$ cat config.mk
export PLATFORM = sky130hd
export DESIGN_NAME = trusted_proxy_cidr_table
export DESIGN_NICKNAME = d
export VERILOG_FILES = /design/src/rtl/core/tpc_pkg.sv /design/src/rtl/core/tpc_cell.sv /design/src/rtl/core/trusted_proxy_cidr_table.sv
export SDC_FILE = /design/constraint.sdc
export NUM_CORES = 2
export LEC_CHECK = 0
export ABC_AREA = 0
export BUFFER_PORTS_ARGS = -buffer_cell sky130_fd_sc_hd__buf_4
export CORE_MARGIN = 5
export CORE_UTILIZATION = 61
export DETAILED_ROUTE_END_ITERATION = 10
export GPL_TIMING_DRIVEN = 0
export HOLD_SLACK_MARGIN = 0.12
export PLACE_DENSITY = 0.81
export SYNTH_ARGS = -nofsm -noshare
export SYNTH_HDL_FRONTEND = slang
export SYNTH_SLANG_ARGS = --single-unit
$ cat constraint.sdc
create_clock -name i_clk -period 33.9 [get_ports i_clk]
set_input_delay 1.695 -clock i_clk [delete_from_list [all_inputs] [get_ports i_clk]]
set_output_delay 1.695 -clock i_clk [all_outputs]
set_load 0.01 [all_outputs]
$ cat src/rtl/core/tpc_pkg.sv
`timescale 1ns / 1ps
// shared types, codes and sizes for the trusted proxy cidr table
package tpc_pkg;

    localparam int MAX_RULES = 8;
    localparam int CNT_W     = $clog2(MAX_RULES + 1);
    localparam int WALK_W    = (MAX_RULES > 1) ? $clog2(MAX_RULES) : 1;
    localparam int ADDR_W    = 128;
    localparam int V4_BITS   = 32;
    localparam int V6_BITS   = 128;

    localparam logic [1:0] CMD_CLEAR   = 2'd0;
    localparam logic [1:0] CMD_ADD     = 2'd1;
    localparam logic [1:0] CMD_RESOLVE = 2'd2;

    localparam logic [1:0] FAM_NONE = 2'd0;
    localparam logic [1:0] FAM_V4   = 2'd1;
    localparam logic [1:0] FAM_V6   = 2'd2;

    typedef enum logic [1:0] {
        S_IDLE,
        S_WALK,
        S_EMIT
    } t_state;

    // lookup probe travelling down the cell chain
    typedef struct packed {
        logic [1:0]        family;
        logic [ADDR_W-1:0] addr;
        logic              hit;
    } t_probe;

    // rule write bus shared by all cells
    typedef struct packed {
        logic [1:0]        family;
        logic [ADDR_W-1:0] addr;
        logic [ADDR_W-1:0] mask;
    } t_rule;

endpackage

$ cat src/rtl/core/tpc_cell.sv
`timescale 1ns / 1ps
// one rule slot of the chain: holds a rule and tests the passing probe
module tpc_cell (
    input  logic            i_clk,
    input  logic            i_wr_en,
    input  tpc_pkg::t_rule  i_wr_rule,
    input  logic            i_enabled,
    input  tpc_pkg::t_probe i_probe,
    output tpc_pkg::t_probe o_probe
);

    logic [1:0]                 r_family;
    logic [tpc_pkg::ADDR_W-1:0] r_addr;
    logic [tpc_pkg::ADDR_W-1:0] r_mask;
    tpc_pkg::t_probe            r_probe;
    tpc_pkg::t_probe            n_probe;
    logic                       w_match;

    always_ff @(posedge i_clk) begin
        if (i_wr_en) begin
            r_family <= i_wr_rule.family;
            r_addr   <= i_wr_rule.addr;
            r_mask   <= i_wr_rule.mask;
        end
        r_probe <= n_probe;
    end

    // masked compare on an enabled cell, family must agree
    assign w_match = i_enabled && (r_family == i_probe.family) &&
                     (((i_probe.addr ^ r_addr) & r_mask) == '0);

    always_comb begin
        n_probe     = i_probe;
        n_probe.hit = i_probe.hit | w_match;
    end

    assign o_probe = r_probe;

endmodule

$ cat src/rtl/core/trusted_proxy_cidr_table.sv
`timescale 1ns / 1ps
// top level of the trusted proxy cidr table: control, rule writes and cell chain
//
// usage
//   input channel (i_in_valid / o_in_stall) carries one command item: clear,
//   add rule or resolve peer. output channel (o_out_valid / i_out_stall)
//   returns exactly one result item for every accepted item, in order
//   rules live in a chain of MAX_RULES cells, one rule each. a resolve item
//   sends a probe down the chain, one cell per cycle, picking up a hit flag
// sequencing
//   clear / add: idle, then emit, which loads the output register once it is
//   free. resolve: idle, then walk while the probe crosses the cell chain,
//   then emit. a new item is taken only in idle, so each result is in the
//   output register before the next item is accepted
// reset
//   synchronous, active low: rule count cleared (table empty), no result
//   pending, control back to idle. rule contents are not cleared
// stall
//   a result waits in the output register while i_out_stall is high; the
//   block still accepts one new item and holds its result until the output
//   register frees up
module trusted_proxy_cidr_table (
    input  logic        i_clk,
    input  logic        i_rst_n,
    input  logic        i_in_valid,
    output logic        o_in_stall,
    input  logic [1:0]  i_cmd,
    input  logic [1:0]  i_addr_family,
    input  logic [63:0] i_addr_high,
    input  logic [63:0] i_addr_low,
    input  logic [7:0]  i_prefix_bits,
    input  logic        i_fwd_present,
    input  logic [1:0]  i_fwd_family,
    input  logic [63:0] i_fwd_high,
    input  logic [63:0] i_fwd_low,
    output logic        o_out_valid,
    input  logic        i_out_stall,
    output logic        o_accepted,
    output logic        o_peer_trusted,
    output logic [1:0]  o_out_family,
    output logic [63:0] o_out_high,
    output logic [63:0] o_out_low
);

    localparam int N = tpc_pkg::MAX_RULES;

    // control state
    tpc_pkg::t_state              r_state;
    tpc_pkg::t_state              n_state;
    logic [tpc_pkg::CNT_W-1:0]    r_count;
    logic [tpc_pkg::WALK_W-1:0]   r_walk;
    logic                         r_out_valid;

    // captured item
    logic [1:0]                   r_cmd;
    logic [1:0]                   r_fam;
    logic [tpc_pkg::ADDR_W-1:0]   r_addr;
    logic                         r_fwd_present;
    logic [1:0]                   r_fwd_fam;
    logic [tpc_pkg::ADDR_W-1:0]   r_fwd_addr;
    logic                         r_add_ok;
    logic                         r_hit;

    // output register
    logic                         r_o_accepted;
    logic                         r_o_trusted;
    logic [1:0]                   r_o_family;
    logic [tpc_pkg::ADDR_W-1:0]   r_o_addr;

    // strobes from the fsm output block, plus the output-free flag
    logic                         w_take;
    logic                         w_walk_end;
    logic                         w_load_out;
    logic                         w_out_free;

    // normalised query and rule
    logic [1:0]                   w_q_fam;
    logic [tpc_pkg::ADDR_W-1:0]   w_q_addr;
    logic                         w_add_ok;
    tpc_pkg::t_rule               w_rule;
    tpc_pkg::t_probe              w_probe_head;
    tpc_pkg::t_probe              w_chain [N+1];

    // result assembly
    logic [tpc_pkg::ADDR_W-1:0]   w_fwd_norm;
    logic                         w_use_fwd;
    logic                         n_o_accepted;
    logic                         n_o_trusted;
    logic [1:0]                   n_o_family;
    logic [tpc_pkg::ADDR_W-1:0]   n_o_addr;

    assign w_out_free = !r_out_valid || !i_out_stall;

    // peer address: ipv4 keeps low 32 bits, unknown family collapses to zero
    always_comb begin
        case (i_addr_family)
            tpc_pkg::FAM_V4: begin
                w_q_fam  = tpc_pkg::FAM_V4;
                w_q_addr = {96'd0, i_addr_low[31:0]};
            end
            tpc_pkg::FAM_V6: begin
                w_q_fam  = tpc_pkg::FAM_V6;
                w_q_addr = {i_addr_high, i_addr_low};
            end
            default: begin
                w_q_fam  = tpc_pkg::FAM_NONE;
                w_q_addr = '0;
            end
        endcase
    end

    // rule check and prefix mask built once, at add time
    always_comb begin
        w_rule.family = i_addr_family;
        w_rule.addr   = w_q_addr;
        case (i_addr_family)
            tpc_pkg::FAM_V4: begin
                w_add_ok    = ({1'b0, i_prefix_bits} <= 9'(tpc_pkg::V4_BITS));
                w_rule.mask = {96'd0, ~(32'hFFFF_FFFF >> i_prefix_bits)};
            end
            tpc_pkg::FAM_V6: begin
                w_add_ok    = ({1'b0, i_prefix_bits} <= 9'(tpc_pkg::V6_BITS));
                w_rule.mask = ~({tpc_pkg::ADDR_W{1'b1}} >> i_prefix_bits);
            end
            default: begin
                w_add_ok    = 1'b0;
                w_rule.mask = '0;
            end
        endcase
        w_add_ok = w_add_ok && (r_count < tpc_pkg::CNT_W'(N));
    end

    always_comb begin
        w_probe_head.family = w_q_fam;
        w_probe_head.addr   = w_q_addr;
        w_probe_head.hit    = 1'b0;
    end

    assign w_chain[0] = w_probe_head;

    // cell chain, cell k holds rule k
    for (genvar k = 0; k < N; k++) begin : g_cell
        tpc_cell u_cell (
            .i_clk     (i_clk),
            .i_wr_en   (w_take && (i_cmd == tpc_pkg::CMD_ADD) && w_add_ok &&
                        (r_count == tpc_pkg::CNT_W'(k))),
            .i_wr_rule (w_rule),
            .i_enabled (r_count > tpc_pkg::CNT_W'(k)),
            .i_probe   (w_chain[k]),
            .o_probe   (w_chain[k+1])
        );
    end

    // fsm next state
    always_comb begin
        n_state = r_state;
        case (r_state)
            tpc_pkg::S_IDLE: begin
                if (i_in_valid) begin
                    n_state = (i_cmd == tpc_pkg::CMD_RESOLVE) ? tpc_pkg::S_WALK
                                                              : tpc_pkg::S_EMIT;
                end
            end
            tpc_pkg::S_WALK: begin
                if (r_walk == tpc_pkg::WALK_W'(N - 1)) begin
                    n_state = tpc_pkg::S_EMIT;
                end
            end
            tpc_pkg::S_EMIT: begin
                if (w_out_free) begin
                    n_state = tpc_pkg::S_IDLE;
                end
            end
            default: n_state = tpc_pkg::S_IDLE;
        endcase
    end

    // fsm outputs
    always_comb begin
        o_in_stall = 1'b1;
        w_take     = 1'b0;
        w_walk_end = 1'b0;
        w_load_out = 1'b0;
        case (r_state)
            tpc_pkg::S_IDLE: begin
                o_in_stall = 1'b0;
                w_take     = i_in_valid;
            end
            tpc_pkg::S_WALK: begin
                w_walk_end = (r_walk == tpc_pkg::WALK_W'(N - 1));
            end
            tpc_pkg::S_EMIT: begin
                w_load_out = w_out_free;
            end
            default: o_in_stall = 1'b1;
        endcase
    end

    // control registers
    always_ff @(posedge i_clk) begin
        if (!i_rst_n) begin
            r_state     <= tpc_pkg::S_IDLE;
            r_count     <= '0;
            r_walk      <= '0;
            r_out_valid <= 1'b0;
        end else begin
            r_state <= n_state;
            if (w_take) begin
                r_walk <= '0;
            end else if (r_state == tpc_pkg::S_WALK) begin
                r_walk <= r_walk + 1'b1;
            end
            if (w_take && (i_cmd == tpc_pkg::CMD_CLEAR)) begin
                r_count <= '0;
            end else if (w_take && (i_cmd == tpc_pkg::CMD_ADD) && w_add_ok) begin
                r_count <= r_count + 1'b1;
            end
            if (w_load_out) begin
                r_out_valid <= 1'b1;
            end else if (!i_out_stall) begin
                r_out_valid <= 1'b0;
            end
        end
    end

    // item capture
    always_ff @(posedge i_clk) begin
        if (w_take) begin
            r_cmd         <= i_cmd;
            r_fam         <= w_q_fam;
            r_addr        <= w_q_addr;
            r_fwd_present <= i_fwd_present;
            r_fwd_fam     <= i_fwd_family;
            r_fwd_addr    <= {i_fwd_high, i_fwd_low};
            r_add_ok      <= w_add_ok;
        end
        if (w_walk_end) begin
            r_hit <= w_chain[N].hit;
        end
    end

    // forwarded address: ipv4 keeps low 32 bits only
    assign w_fwd_norm = (r_fwd_fam == tpc_pkg::FAM_V4) ? {96'd0, r_fwd_addr[31:0]}
                                                       : r_fwd_addr;
    assign w_use_fwd  = r_hit && r_fwd_present &&
                        ((r_fwd_fam == tpc_pkg::FAM_V4) || (r_fwd_fam == tpc_pkg::FAM_V6)) &&
                        (w_fwd_norm != '0);

    always_comb begin
        n_o_accepted = 1'b0;
        n_o_trusted  = 1'b0;
        n_o_family   = tpc_pkg::FAM_NONE;
        n_o_addr     = '0;
        case (r_cmd)
            tpc_pkg::CMD_CLEAR: n_o_accepted = 1'b1;
            tpc_pkg::CMD_ADD:   n_o_accepted = r_add_ok;
            tpc_pkg::CMD_RESOLVE: begin
                n_o_trusted  = r_hit;
                n_o_accepted = w_use_fwd;
                n_o_family   = w_use_fwd ? r_fwd_fam : r_fam;
                n_o_addr     = w_use_fwd ? w_fwd_norm : r_addr;
            end
            default: n_o_accepted = 1'b0;
        endcase
    end

    // output register
    always_ff @(posedge i_clk) begin
        if (w_load_out) begin
            r_o_accepted <= n_o_accepted;
            r_o_trusted  <= n_o_trusted;
            r_o_family   <= n_o_family;
            r_o_addr     <= n_o_addr;
        end
    end

    assign o_out_valid    = r_out_valid;
    assign o_accepted     = r_o_accepted;
    assign o_peer_trusted = r_o_trusted;
    assign o_out_family   = r_o_family;
    assign o_out_high     = r_o_addr[127:64];
    assign o_out_low      = r_o_addr[63:0];

endmodule

* Word-level counts from Yosys, hierarchy flattened
Cells that the tools add are included.
W data, S select, Z words.
** Cells by class
- Order comparisons :: 11
- Shifts and indexed selects :: 2
- Reduce and logical (&&, ||, !) cells :: 51
- Add/sub/neg operators :: 2
- Multiplexer cells :: 19
- Bitwise gates (word level) :: 26
- Equal/unequal tests :: 30
** Operator list (count)
- $and A128 B128 Y128 :: 8
- $logic_not A128 Y1 :: 8
- $xor A128 B128 Y128 :: 8
- $pmux W128 S2 :: 2
- $mux W128 :: 2
- $not A128 Y128 :: 1
- $reduce_bool A128 Y1 :: 1
- $shr A128 B8 Y128 const A :: 1
- $not A32 Y32 :: 1
- $shr A32 B8 Y32 const A :: 1
- $logic_and A1 B1 Y1 :: 31
- $eq A2 B2 Y1 :: 8
- $eq A4 B3 Y1 const B :: 4
- $gt A4 B3 Y1 const B :: 4
- $eq A2 B1 Y1 const B :: 5
- $eq A2 B2 Y1 const B :: 5
- $mux W2 :: 5
- $eq A4 B2 Y1 const B :: 2
- $gt A4 B1 Y1 const B :: 2
- $gt A4 B2 Y1 const B :: 2
- $le A8 B6 Y1 const B :: 1
- $le A8 B8 Y1 const B :: 1
- $or A1 B1 Y1 :: 7
- $logic_not A2 Y1 :: 3
- other kinds (18) :: 28
** Word-level totals
- Register bits after elaboration :: 3389
- Output and inout bits :: 134

* Depth between registers and ports, before layout
- Depth in word-level cells :: 6
- Mapped depth :: 12
- Mapped depth without buffers :: 8

* By module
From an unflattened synthesis, not the netlist that was laid out.
** Second synthesis, totals
- Cell total of the unflattened synthesis :: 6106
- Area, all modules :: 114272.1 um^2
** By module, submodules not included
- tpc_cell :: cells an instance 603, area each 12141.6 um^2, times used 8, seq. area each 10369.9 um^2
- trusted_proxy_cidr_table :: cells an instance 1282, area each 17138.9 um^2, times used 1, seq. area each 12121.6 um^2

* Least setup slack after synthesis
OpenSTA, ideal clock, no wires.
- Path type :: in2reg
- Start point :: input port i_in_valid
- End point :: register g_cell[4].u_cell.r_addr[0] in the netlist's numbering (enable)
- Path slack :: 4880 ps
- Setup time :: 653 ps
- Stages on the path :: 6
- Arrival :: 28366 ps
- Cell sequence :: nor3b_1 and2_1 nand2_1 nor4_2 buf_4 and3_1
** On the way
- Longest elaborated chain between the ends :: 4
** Ends and longest elaborated chain
- from (decl) :: RTL line trusted_proxy_cidr_table.sv:25 : input logic i_in_valid,
- $mux W1 :: RTL line trusted_proxy_cidr_table.sv:184 : case (r_state)
- $logic_and A1 B1 Y1 (3 in series) :: RTL line trusted_proxy_cidr_table.sv:145 : .i_wr_en (w_take && (i_cmd == tpc_pkg::CMD_ADD) && w_add_ok &&
- net g_cell[4].u_cell.i_wr_en :: RTL line tpc_cell.sv:5 : input logic i_wr_en,
- to (signal assigned) :: RTL line tpc_cell.sv:22 : r_addr <= i_wr_rule.addr;
- to (decl) :: RTL line tpc_cell.sv:13 : logic [tpc_pkg::ADDR_W-1:0] r_addr;
The timed path passes the listed nets, and every way through them passes these cells.
A chain may end at the register's enable or synchronous reset.

==> results.cfg <==
[synthesis]
synth_async_sr_flop_share_pct = 0
synth_area_per_cell_um2 = 17.9
yosysSeqAreaShare_pct = 81.2
synth_nets = 6646
synthesis.area_um2 = 114000
ys.flop_type = edfxtp_1
synth_edf_count = 2461
syn-instance-count = 6361
ys.warnings.count = 0
synth_seq_cells = 3389
yosys.cell_types.count = 67

[clock_tree]
cts_tree = built
ctsHoldBuffers = 0
cts_max_level = 5
cts_resized = 0
numClockSinks = 3389
post_cts_buffers = 0
ctsLongestPathBuffers = 4
clk_pin_slew_ns = 0.06
root_buffer = clkbuf_16
cts_made_buffers = 333
clk_latency_ns = 0.99

[routing]
wl_per_cell_um = 43.0
viasPerCell = 6.72
drt_wl_total_mm = 433
drtIter0Drc = 13900
ant_nets = 0
firstDrtPassIters = 8
drcViolationCount = 0
vias = 67800

[sta]
rsz0062_at_grt = false
fmax_ghz = 0.128
period_minus_slack_ns = 7.80
finalHoldViolCount = 0
fin_skew_ns = 0.0812
slew_viol_final = 149
slew_headroom_pct = -15.4
worst_slew_pin_slew_ns = 1.72
finalSetupTns_ns = 0
finalCritPeriodShare_pct = 23.0
setup_violations = 0

[critical_path]
crit_chain = buf_4 > inv_1 > ha_1 > buf_6 > buf_2 > buf_4 > clkbuf_1 > nor2b_1 > o21ai_0 > inv_1 > o21ai_0 > a21oi_1
cp_max_fo = 10
arrival_ns = 8.31
critPathRequiredTime_ns = 34.41
crit_family = buffers and inverters
slowest_stage = a21oi_1
max_stage_delay_ns = 1.49
worst-path-buf-inv = 7
start_kind = input pin
worst-setup-path-type = in2reg
endpoint_kind = flop
reg2reg_slack_ns = 28.98

[global_route]
use_met3_pct = 18.7
antenna_found_initial = 101
grt_use_met2_pct = 59.8
grt_pass1_vias = 62600
grt_max_degree = 70
top_usage_layer = met2
grt_usage_pct = 43.7
grt_first_pass_wirelength_mm = 560
grtUsageMet1_pct = 54.0
gr-total-overflow = 0

[final_layout]
final_common_cell = edfxtp_1
ff_latch_area_um2 = 92500
final_cell_mix = edfxtp_1, dfxtp_1, xor2_1, buf_4, a22oi_1
area_growth_pct = 17.9
fill_cells = 10600
finalNetCount = 7542
drive_gt1_share_pct = 15.9
finalInstanceArea_um2 = 134000
utilization_pct = 72.3
multiInputGateArea_um2 = 21100

[die]
dieArea_um2 = 195000
floorplan.initialDensity_pct = 61.3
die_y_um = 442
io_pins = 409
row_count = 158
coreArea_um2 = 186000
dieWidth_um = 442

[power]
clockPowerShare_pct = 42.2
p_leak_nw = 48.4
combinationalPowerShare_pct = 4.8
ir_drop_uv = 61.7
powerDensity_nw_per_um2 = 64.5
netSwitchingFraction_pct = 22.2
power.switching_mw = 1.93
internal_power_mw = 6.74
p_seq_share_pct = 52.9

[place]
hpwlAfterDp_mm = 320
place_area_um2 = 123000
port_buffers = 405
gp_congestion = 1.10

[status]
status = finished with violations
violations = capacitance limit, slew limit

[run]
maxCapViolCount = 16

[min_path]
hold_path.class = reg2reg
## Yosys cell counts (all sizes together) (73+ instances only)
cell type | number | area share, %
edfxtp | 2461 | 65
nand3b | 96 | 0.63
clkbuf | 108 | 0.36
and2 | 133 | 0.73
nand2 | 201 | 0.66
xor2 | 913 | 7.0
o21ai | 116 | 0.51
a22oi | 357 | 2.4
nand4 | 113 | 0.62
dfxtp | 928 | 16
a21oi | 98 | 0.43
a21boi | 73 | 0.48
mux2i | 133 | 1.2
inv | 75 | 0.25
## layer usage
layer / part of all wire (%) / up-vias
met5: 0.045 / -
met4: 10 / 20
met3: 17 / 1485
met2: 41 / 6870
met1: 31 / 33500
li1: - / 25900
## logic make-up after synthesis
family | after synthesis | share of synthesized area [%]
DFF | 3389 | 81.2
xor gates and xnor gates | 964 | 7.42
AOI/OAI and AO/OA | 833 | 5.18
and+or+nand+nor | 822 | 4.16
buffers and inverters | 210 | 0.729
muxes | 133 | 1.17
adders and majority gates | 10 | 0.110
## flip-flops by register name (all words and copies together), names as in the netlist, 3 cells and up
signal and count:
g_cell.u_cell.r_addr 1024, g_cell.u_cell.r_mask 1024, g_cell.u_cell.o_probe 918, r_addr 128, r_fwd_addr 128, r_o_addr 128, g_cell.u_cell.r_family 16, r_count 4
r_walk 3
## power by group through the flow
stage          Sequential [mW]  Combinational, mW  Clock (mW)
3_3_place_gp              4.70              0.349           0
4_1_cts                   4.58              0.392        3.63
5_1_grt                   4.59              0.408        3.82
6_report                  4.59              0.420        3.66
3_5_place_dp              4.67              0.388           0
2_1_floorplan             4.67              0.122           0
## per-stage QoR
step | worst slack (ns) | std cells | total power, mW | hold slack, ns
after floorplan | 4.88 | 6361 | 4.79 | 0.349
after global placement | -7.97 | 9246 | 5.04 | 0.350
after detailed placement | 25.90 | 9397 | 5.06 | 0.353
after CTS | 26.84 | 9992 | 8.61 | 0.317
after global routing | 26.63 | 10000 | 8.82 | 0.322
final | 26.10 | 10100 | 8.66 | 0.314
## layout make-up
class | count | share of cell area (%)
well taps | 2480 | 2.31
clock inverters | 95 | 0.659
plain buffers | 135 | 0.410
multi-input cells | 2762 | 15.7
diodes | 94 | 0.175
inverters | 75 | 0.210
flip-flops and latches | 3389 | 68.9
clock buffers | 500 | 7.30
repair buffers | 561 | 4.34
## final timing paths
kind	start	end	cells after the start
hold / removal	g_cell[3].u_cell.o_probe[30]$_DFF_P_	g_cell[4].u_cell.o_probe[30]$_DFF_P_	0
hold reg to reg	g_cell[3].u_cell.o_probe[30]$_DFF_P_	g_cell[4].u_cell.o_probe[30]$_DFF_P_	0
setup / recovery	i_addr_family[0]	g_cell[2].u_cell.r_mask[69]$_DFFE_PP_	12
setup reg to reg	r_fwd_addr[124]$_DFFE_PP_	r_o_addr[92]$_SDFFCE_PN0P_	9
Note: power is estimated with default switching activity, not from simulation.
